$ cat src/sv/wrlb_pkg.sv
package wrlb_pkg;

  localparam int unsigned CountWidth = 32;

  localparam logic [13:0] MinFrameLength = 14'd42;
  localparam logic [15:0] EtherTypeIpv4  = 16'h0800;
  localparam logic [7:0]  ProtocolUdp    = 8'd17;

  localparam logic [31:0] VirtualAddressReset = 32'h0A00_0001;
  localparam logic [31:0] ServerAAddressReset = 32'h0A00_0102;
  localparam logic [31:0] ServerBAddressReset = 32'h0A00_0202;
  localparam logic [47:0] ServerAMacReset     = 48'h0200_0000_0021;
  localparam logic [47:0] ServerBMacReset     = 48'h0200_0000_0022;
  localparam logic [7:0]  WeightAReset        = 8'd5;
  localparam logic [7:0]  WeightBReset        = 8'd2;

  typedef enum logic [2:0] {
    RegVirtualAddress = 3'd0,
    RegServerAAddress = 3'd1,
    RegServerBAddress = 3'd2,
    RegServerAMac     = 3'd3,
    RegServerBMac     = 3'd4,
    RegWeightA        = 3'd5,
    RegWeightB        = 3'd6
  } cfg_reg_e;

  typedef struct packed {
    logic [13:0] frame_length;
    logic [15:0] ether_type;
    logic [7:0]  ip_protocol;
    logic [31:0] ip_destination;
    logic [15:0] ip_header_checksum;
    logic [15:0] udp_checksum_in;
  } in_item_t;

  typedef struct packed {
    logic        action;
    logic        server_select;
    logic [47:0] new_dest_mac;
    logic [31:0] new_ip_destination;
    logic [15:0] new_ip_checksum;
    logic [15:0] new_udp_checksum;
    logic [31:0] served_count;
  } out_item_t;

endpackage

$ cat src/sv/wrlb_csum_adjust.sv
module wrlb_csum_adjust import wrlb_pkg::*; (
  input  logic [15:0] check_i,
  input  logic [31:0] old_addr_i,
  input  logic [31:0] new_addr_i,
  output logic [15:0] check_o
);

  logic [15:0] check_n;
  logic [15:0] old_hi_n;
  logic [15:0] old_lo_n;
  logic [18:0] sum;
  logic [16:0] fold1;
  logic [15:0] fold2;
  logic [15:0] folded;

  assign check_n  = ~check_i;
  assign old_hi_n = ~old_addr_i[31:16];
  assign old_lo_n = ~old_addr_i[15:0];

  // an all-zero sum is lifted to 0xffff below, as a 0xffff0000 term (zero mod 0xffff) would
  assign sum = 19'(check_n) + 19'(old_hi_n) + 19'(old_lo_n)
             + 19'(new_addr_i[31:16]) + 19'(new_addr_i[15:0]);
  assign fold1  = 17'(sum[15:0]) + 17'(sum[18:16]);
  assign fold2  = fold1[15:0] + 16'(fold1[16]);
  assign folded = (fold2 == 16'h0000) ? 16'hFFFF : fold2;
  assign check_o = ~folded;

endmodule

$ cat src/sv/weighted_rr_udp_load_balancer.sv
// Weighted round-robin load balancer for parsed UDP frame headers.
// Input channel: in_valid_i / in_stall_o carry one header item (in_item_t).
// Output channel: out_valid_o / out_stall_i carry one result item
// (out_item_t) for every header item, in order.
// Configuration: cfg_valid_i / cfg_ready_o with cfg_index_i and cfg_data_i;
// cfg_ready_o is always high, an index beyond the register list is ignored.
// Write configuration only while no item is in flight.
// Data path: an accepted item sits in the input register, and its result is
// loaded into the output register once that register is empty or being
// read, and is offered from there.
// Throughput: one item per cycle while out_stall_i is low; the rotation
// position and picked server's counter advance as a balanced result is loaded.
// Receiver stall: the result holds in the output register; the input
// register still accepts one more item, after which in_stall_o follows
// out_stall_i.
// Reset: registers take their documented reset values, rotation position
// and both counters clear, and both channels are empty.
module weighted_rr_udp_load_balancer import wrlb_pkg::*; (
  input  logic        clk_i,
  input  logic        rst_ni,
  input  logic        in_valid_i,
  output logic        in_stall_o,
  input  in_item_t    in_item_i,
  output logic        out_valid_o,
  input  logic        out_stall_i,
  output out_item_t   out_item_o,
  input  logic        cfg_valid_i,
  output logic        cfg_ready_o,
  input  logic [2:0]  cfg_index_i,
  input  logic [47:0] cfg_data_i
);

  logic [31:0] virtual_address_q;
  logic [31:0] server_a_address_q;
  logic [31:0] server_b_address_q;
  logic [47:0] server_a_mac_q;
  logic [47:0] server_b_mac_q;
  logic [7:0]  weight_a_q;
  logic [7:0]  weight_b_q;

  logic                  in_valid_q;
  in_item_t              in_item_q;
  logic                  out_valid_q;
  out_item_t             out_item_q;
  out_item_t             out_item_d;
  logic [8:0]            rotation_q;
  logic [8:0]            rotation_d;
  logic [CountWidth-1:0] count_a_q;
  logic [CountWidth-1:0] count_b_q;
  logic [CountWidth-1:0] count_a_inc;
  logic [CountWidth-1:0] count_b_inc;

  logic        out_load;
  logic        in_load;
  logic        balanced;
  logic [8:0]  total;
  logic [8:0]  position;
  logic [8:0]  position_next;
  logic        pick_a;
  logic [31:0] new_ip;
  logic [15:0] ip_check;
  logic [15:0] udp_check;

  assign cfg_ready_o = 1'b1;

  always_ff @(posedge clk_i or negedge rst_ni) begin
    if (!rst_ni) begin
      virtual_address_q  <= VirtualAddressReset;
      server_a_address_q <= ServerAAddressReset;
      server_b_address_q <= ServerBAddressReset;
      server_a_mac_q     <= ServerAMacReset;
      server_b_mac_q     <= ServerBMacReset;
      weight_a_q         <= WeightAReset;
      weight_b_q         <= WeightBReset;
    end else if (cfg_valid_i) begin
      unique case (cfg_index_i)
        RegVirtualAddress: virtual_address_q  <= cfg_data_i[31:0];
        RegServerAAddress: server_a_address_q <= cfg_data_i[31:0];
        RegServerBAddress: server_b_address_q <= cfg_data_i[31:0];
        RegServerAMac:     server_a_mac_q     <= cfg_data_i;
        RegServerBMac:     server_b_mac_q     <= cfg_data_i;
        RegWeightA:        weight_a_q         <= cfg_data_i[7:0];
        RegWeightB:        weight_b_q         <= cfg_data_i[7:0];
        default: ;
      endcase
    end
  end

  assign out_load   = in_valid_q && (!out_valid_q || !out_stall_i);
  assign in_stall_o = in_valid_q && !out_load;
  assign in_load    = in_valid_i && !in_stall_o;

  always_ff @(posedge clk_i or negedge rst_ni) begin
    if (!rst_ni) begin
      in_valid_q <= 1'b0;
    end else if (in_load) begin
      in_valid_q <= 1'b1;
    end else if (out_load) begin
      in_valid_q <= 1'b0;
    end
  end

  always_ff @(posedge clk_i) begin
    if (in_load) begin
      in_item_q <= in_item_i;
    end
  end

  assign balanced = (in_item_q.frame_length >= MinFrameLength)
                 && (in_item_q.ether_type == EtherTypeIpv4)
                 && (in_item_q.ip_protocol == ProtocolUdp)
                 && (in_item_q.ip_destination == virtual_address_q);

  assign total         = 9'(weight_a_q) + 9'(weight_b_q);
  assign position      = (rotation_q >= total) ? 9'd0 : rotation_q;
  assign pick_a        = position < 9'(weight_a_q);
  assign position_next = position + 9'd1;
  assign rotation_d    = (position_next >= total) ? 9'd0 : position_next;
  assign count_a_inc   = count_a_q + CountWidth'(1);
  assign count_b_inc   = count_b_q + CountWidth'(1);
  assign new_ip        = pick_a ? server_a_address_q : server_b_address_q;

  wrlb_csum_adjust u_ip_csum (
    .check_i    (in_item_q.ip_header_checksum),
    .old_addr_i (in_item_q.ip_destination),
    .new_addr_i (new_ip),
    .check_o    (ip_check)
  );

  wrlb_csum_adjust u_udp_csum (
    .check_i    (in_item_q.udp_checksum_in),
    .old_addr_i (in_item_q.ip_destination),
    .new_addr_i (new_ip),
    .check_o    (udp_check)
  );

  always_comb begin
    if (balanced) begin
      out_item_d.action             = 1'b1;
      out_item_d.server_select      = !pick_a;
      out_item_d.new_dest_mac       = pick_a ? server_a_mac_q : server_b_mac_q;
      out_item_d.new_ip_destination = new_ip;
      out_item_d.new_ip_checksum    = ip_check;
      out_item_d.new_udp_checksum   = udp_check;
      out_item_d.served_count       = pick_a ? 32'(count_a_inc) : 32'(count_b_inc);
    end else begin
      out_item_d.action             = 1'b0;
      out_item_d.server_select      = 1'b0;
      out_item_d.new_dest_mac       = 48'd0;
      out_item_d.new_ip_destination = in_item_q.ip_destination;
      out_item_d.new_ip_checksum    = in_item_q.ip_header_checksum;
      out_item_d.new_udp_checksum   = in_item_q.udp_checksum_in;
      out_item_d.served_count       = 32'd0;
    end
  end

  always_ff @(posedge clk_i or negedge rst_ni) begin
    if (!rst_ni) begin
      rotation_q <= 9'd0;
      count_a_q  <= '0;
      count_b_q  <= '0;
    end else if (out_load && balanced) begin
      rotation_q <= rotation_d;
      if (pick_a) begin
        count_a_q <= count_a_inc;
      end else begin
        count_b_q <= count_b_inc;
      end
    end
  end

  always_ff @(posedge clk_i or negedge rst_ni) begin
    if (!rst_ni) begin
      out_valid_q <= 1'b0;
    end else if (out_load) begin
      out_valid_q <= 1'b1;
    end else if (!out_stall_i) begin
      out_valid_q <= 1'b0;
    end
  end

  always_ff @(posedge clk_i) begin
    if (out_load) begin
      out_item_q <= out_item_d;
    end
  end

  assign out_valid_o = out_valid_q;
  assign out_item_o  = out_item_q;

endmodule

$ cat config.mk
export PLATFORM = sky130hd
export DESIGN_NAME = weighted_rr_udp_load_balancer
export DESIGN_NICKNAME = d
export VERILOG_FILES = /design/src/sv/wrlb_pkg.sv /design/src/sv/wrlb_csum_adjust.sv /design/src/sv/weighted_rr_udp_load_balancer.sv
export SDC_FILE = /design/constraint.sdc
export NUM_CORES = 1
export LEC_CHECK = 0
export ABC_AREA = 1
export BUFFER_PORTS_ARGS = -buffer_cell sky130_fd_sc_hd__buf_4
export CAP_MARGIN = 30
export CELL_PAD_IN_SITES_DETAIL_PLACEMENT = 1
export CELL_PAD_IN_SITES_GLOBAL_PLACEMENT = 1
export CORE_MARGIN = 5
export CORE_UTILIZATION = 45
export DETAILED_ROUTE_END_ITERATION = 7
export PLACE_DENSITY_LB_ADDON = 0.15
export SLEW_MARGIN = 15
export SYNTH_ARGS = -nofsm -noshare
export SYNTH_HDL_FRONTEND = slang
export SYNTH_SLANG_ARGS = --single-unit
$ cat constraint.sdc
create_clock -name clk_i -period 15.96 [get_ports clk_i]
set_input_delay 0 -clock clk_i [delete_from_list [all_inputs] [get_ports clk_i]]
set_output_delay 0 -clock clk_i [all_outputs]
set_load 0.02 [all_outputs]
; Word-level counts from Yosys, hierarchy flattened
; Cells that the tools add are included.
[word_totals]
register_bits = 531
latchBits = 0
ramBits = 0
mem_bits_ro = 0
in_bits = 158
output_inout_bits = 149
mem_count = 0
[op_classes]
n_addsub = 16
multipliers = 0
div = 0
n_lt_le_gt_ge = 4
n_eq_ne = 10
shift = 0
mux = 12
bitwise = 7
reduce_logical = 26
[op_table]
columns = op, n
row1 = 146-bit 2-to-1 mux, 1
row2 = 19-bit by 16-bit adder with 19-bit output, 6
row3 = 16-bit inverter, 6
row4 = "32-bit by 1-bit adder with 32-bit output, second input constant", 2
row5 = 32-bit 2-to-1 mux, 2
row6 = 48-bit 2-to-1 mux, 1
row7 = 16-bit by 16-bit adder with 17-bit output, 2
row8 = 16-bit by 3-bit adder with 17-bit output, 2
row9 = 16-bit by 1-bit adder with 16-bit output, 2
row10 = 32-bit == test, 1
row11 = 16-bit zero test, 2
row12 = 16-bit 2-to-1 mux, 2
row13 = 9-bit >= comparator, 2
row14 = 9-bit 2-to-1 mux, 2
row15 = 2-bit AND reduction, 9
row16 = "16-bit by 12-bit == test with 1-bit output, second input constant", 1
row17 = "14-bit by 6-bit >= comparator with 1-bit output, second input constant", 1
row18 = 8-bit by 8-bit adder with 9-bit output, 1
row19 = "9-bit by 1-bit adder with 9-bit output, second input constant", 1
row20 = "3-bit == test, second input constant", 3
row21 = 9-bit by 8-bit less-than comparator with 1-bit output, 1
row22 = "8-bit by 5-bit == test with 1-bit output, second input constant", 1
row23 = 1-bit logical AND, 7
row24 = "3-bit by 2-bit == test with 1-bit output, second input constant", 2
row25 = other kinds (8), 15

; Longest topological paths before layout
[logic_depth]
depth_word = 13
depth_mapped = 84
ltp_nobuf = 82

; Hierarchy
; From an unflattened synthesis, not the netlist that was laid out.
[unflattened]
cells_unflattened = 3540
hier_area_um2 = 30755.7
[modules_own_cells]
columns = mod, n_inst, cells_each, area_per_inst_um2
row1 = weighted_rr_udp_load_balancer, 1, 2490, 23924.2
row2 = wrlb_csum_adjust (u_udp_csum), 1, 529, 3428.3
row3 = wrlb_csum_adjust (u_ip_csum), 1, 521, 3403.3

; Least setup slack after synthesis
; Ideal clock, no wire load.
[synth_timing]
path_kind = register to register
from = reg weight_a_q[0]
to = reg out_item_q, in the netlist out_item_o[56] (data pin)
setup_time_ps = 252
arrival_time_ps = 10572
path_slack_ps = 5136
stages_incl_launch_ff = 74
synth_period_minus_slack_ps = 10824
cell_sequence = dfstp_2 -> ha_1 -> inv_1 -> fa_1 -> inv_1 -> nand2_1 -> nand2_1 -> nand2_1 -> xor2_1 -> ha_1 -> nand2_1 -> nor2_1 -> a21oi_1 -> nand2_1 -> a21oi_1 -> nand2_1 -> nand2_1 -> nand2_1 -> [38 not listed] -> ha_1 -> ha_1 -> nand3_1 -> nor2_1 -> nand3_1 -> nor3_2 -> nand2_1 -> nor2_1 -> nand2_1 -> nor2_2 -> nand3_2 -> nand2_1 -> nand3_2 -> nor2_4 -> nand3_4 -> buf_6 -> nand2_1 -> nand2_1
[synth_lines]
columns = item, line
row1 = "start, declared", weighted_rr_udp_load_balancer.sv:38  ; logic [7:0] weight_a_q;
row2 = "start signal, assigned", weighted_rr_udp_load_balancer.sv:73  ; weight_a_q <= WeightAReset;
row3 = "start signal, assigned", weighted_rr_udp_load_balancer.sv:82  ; RegWeightA: weight_a_q <= cfg_data_i[7:0];
row4 = "end signal, assigned", weighted_rr_udp_load_balancer.sv:184  ; out_item_q <= out_item_d;
row5 = "end, declared", weighted_rr_udp_load_balancer.sv:44  ; out_item_t out_item_q;

==> out/metrics.cfg <==
[worst_setup_path]
r2r_setup_slack_ns=1.82
crit_family=simple AND/OR/NAND/NOR gates
r2r_cells=73
cp_num_buf_inv=8
cp_common_cell=nand2_1
crit_type=register to register
arrival_ns=14.52
r2r_start=weight_a_q[0]$_DFFE_PN1P_
required_ns=16.34
path_max_fanout=73
worst_setup_path_end_kind=register
start_kind=register
max_stage_delay_ns=0.70
crit_path_top_delay_cell=inv_2
rr_endpoint=out_item_o[49]$_DFFE_PP_

[power_and_ir_drop]
pwr_density_cell_mw_per_mm2=190.3
peakVddDrop_uv=122.7
p_leak_nw=17.56
power_mw=7.018

[placement]
dp_slack_ns=1.744
port_buffers=304
place_congestion=0.9156
placed_area_mm2=0.03330
dp_hpwl_um=70140
placed_cells=4601

[outcome]
status=finished clean

[clock_network]
post_cts_buffers=0
cts.clk_slew.worst_paths_ns=0.06
root_buffer=clkbuf_16
cts_sinks=530
htree_levels=2
cts.repair.resized=0
clock_latency_ns=0.63
cts_buffer_depth=3
cts_tree=built
cts_hold_buf=154
cts_buffers=58

[timing]
post-route-min-period_ns=14.14
fin_ws_ns=1.819
clock.fmax_mhz=70.72
rsz0062_at_grt=false
finalSetupViolations=0
hold_viol=0
tightest_slew_ns=1.030
clock_skew_ns=0.03066
slew_violations=0
finalSetupTns_ns=0
period_share_pct=88.60
slew_headroom_pct=30.62
hold_slack_ns=0.02426

[die]
rows=94
io_pins=307
die_h_um=268.6
coreArea_mm2=0.06610
die_area_mm2=0.07216
start_util_pct=45.54
die_x_um=268.6

[routing]
post_drt_wl_per_cell_um=20.49
first_iter_violations=1477
dr.pass1.iters=7
vias=25460
vias_per_cell=5.227
ant_nets=0
wl_um=99810
drc=0

[cells_and_area]
fillers=7784
drive_gt1_share_pct=13.76
postLayoutCoreUtil_pct=55.78
instances_no_fill=4871
multi_input_area_mm2=0.01299
final_cell_mix=812 x nand2_1, 567 x inv_1, 390 x o21ai_0
fin_nets=4291
seqCellArea_mm2=0.01452
syn2layout_area_growth_pct=22.49
stdcell_area_mm2=0.03687
final_common_cell=nand2_1

[hold_path]
hp-class=input pin to asynchronous set/reset pin

[synthesis]
yosys_warnings=0
syn_avg_cell_area_um2=8.576
synth_top_flop_cell=dfrtp_1
syn-num-nets=3847
async_flop_share_pct=53.40
ys_ff_latch=530
synth_edf_count=247
netlist_area_mm2=0.03010
yosysUniqueCellTypes=57
seq_area_frac_synth_pct=48.25
synthCells=3510

[global_route]
antenna_found_initial=5
grt_usage_pct=27.23
overflow=0
first_global_vias=27148
grt_max_degree=110
grt_pass1_wl_um=153000

[run]
maxCapViolations=0

[state kept, by name, indices dropped and copies added, names as in the netlist, 9 cells and up]
signal and count:
count_a_q 32, count_b_q 32, in_item_q 101, out_item_o 146, rotation_q 9, server_a_address_q 32
server_a_mac_q 48, server_b_address_q 32, server_b_mac_q 48, virtual_address_q 32
[layout make-up]
class	instances	share of cell area, %
multi-input cells	2298	35.24
diodes	3	0.02036
clock inverters	19	0.4683
repair buffers	483	11.09
well taps	864	2.932
inverters	583	5.945
clock buffers	91	4.914
flip-flops and latches	530	39.39
[layer usage]
metal / vias up / share of wire, % / wire [um] / GRT usage, %
met5: - / 0 / 0 / 0
met4: 0 / 3.8 / 3814 / 9.737
met3: 165 / 4.1 / 4109 / 3.723
met2: 536 / 49 / 48420 / 46.43
met1: 12593 / 44 / 43470 / 35.88
li1: 12166 / - / - / -
[where the power goes]
group	internal, mW	switching (mW)	leakage, nW
sequential	1.61	0.0971	5.87
combinational	1.24	2.66	10.7
clock	0.812	0.595	0.973
[cell usage after synthesis, types with 7 or more instances]
master    instances  area share (%)
nand2_1         818              10
inv_1           568             7.1
o21ai_0         390             6.5
nor2_1          275             3.4
dfrtp_1         263              22
edfxtp_1        247              25
ha_1            114             4.7
a21oi_1         113             1.9
nand3_1         111             1.8
xor2_1          103             3.0
clkbuf_1         70            0.87
fa_1             65             4.3
nand4_1          55             1.1
nor3_1           34            0.57
nand2_2          23            0.48
o22ai_1          21            0.44
dfstp_2          20             1.7
xnor2_1          20            0.58
or2_2            19            0.39
buf_2            18            0.30
nor2_2           17            0.35
nor4_1           17            0.35
o21bai_1         17            0.42
inv_2            14            0.17
nand3b_1         14            0.35
o21ai_1          12            0.20
nand3_2           7            0.23
[worst reg2reg max path: cells and delay by family, from the launching register on]
family / cells / cell delay (ns)
fa+ha+maj: 11 / 3.60
compound gates: 11 / 1.59
simple gates: 41 / 5.95
flops: 1 / 0.55
xor+xnor: 2 / 0.45
buf+inv: 8 / 1.75
[cell families after synthesis]
| group | synth area share, % |
|---|---|
| AND/OR/NAND/NOR | 20.12 |
| buffers and inverters | 8.737 |
| AO/OA/AOI/OAI | 10.02 |
| flip-flops | 48.25 |
| adder cells (fa/ha/maj) | 9.061 |
| XOR/XNOR | 3.795 |
| other | 0.01246 |
[how the worst max path moves through the flow]
stage	cells past startpoint	to	slack, ns	start
after floorplan	73	out_item_o[56]$_DFFE_PP_	5.14	weight_a_q[0]$_DFFE_PN1P_
after global placement	73	out_item_o[62]$_DFFE_PP_	2.04	weight_a_q[0]$_DFFE_PN1P_
after detailed placement	73	out_item_o[62]$_DFFE_PP_	1.74	weight_a_q[0]$_DFFE_PN1P_
after CTS	73	out_item_o[49]$_DFFE_PP_	1.65	weight_a_q[0]$_DFFE_PN1P_
after global routing	73	out_item_o[49]$_DFFE_PP_	0.47	weight_a_q[0]$_DFFE_PN1P_
final	73	out_item_o[49]$_DFFE_PP_	1.82	weight_a_q[0]$_DFFE_PN1P_
No activity file was read; power rests on OpenSTA's default activity.
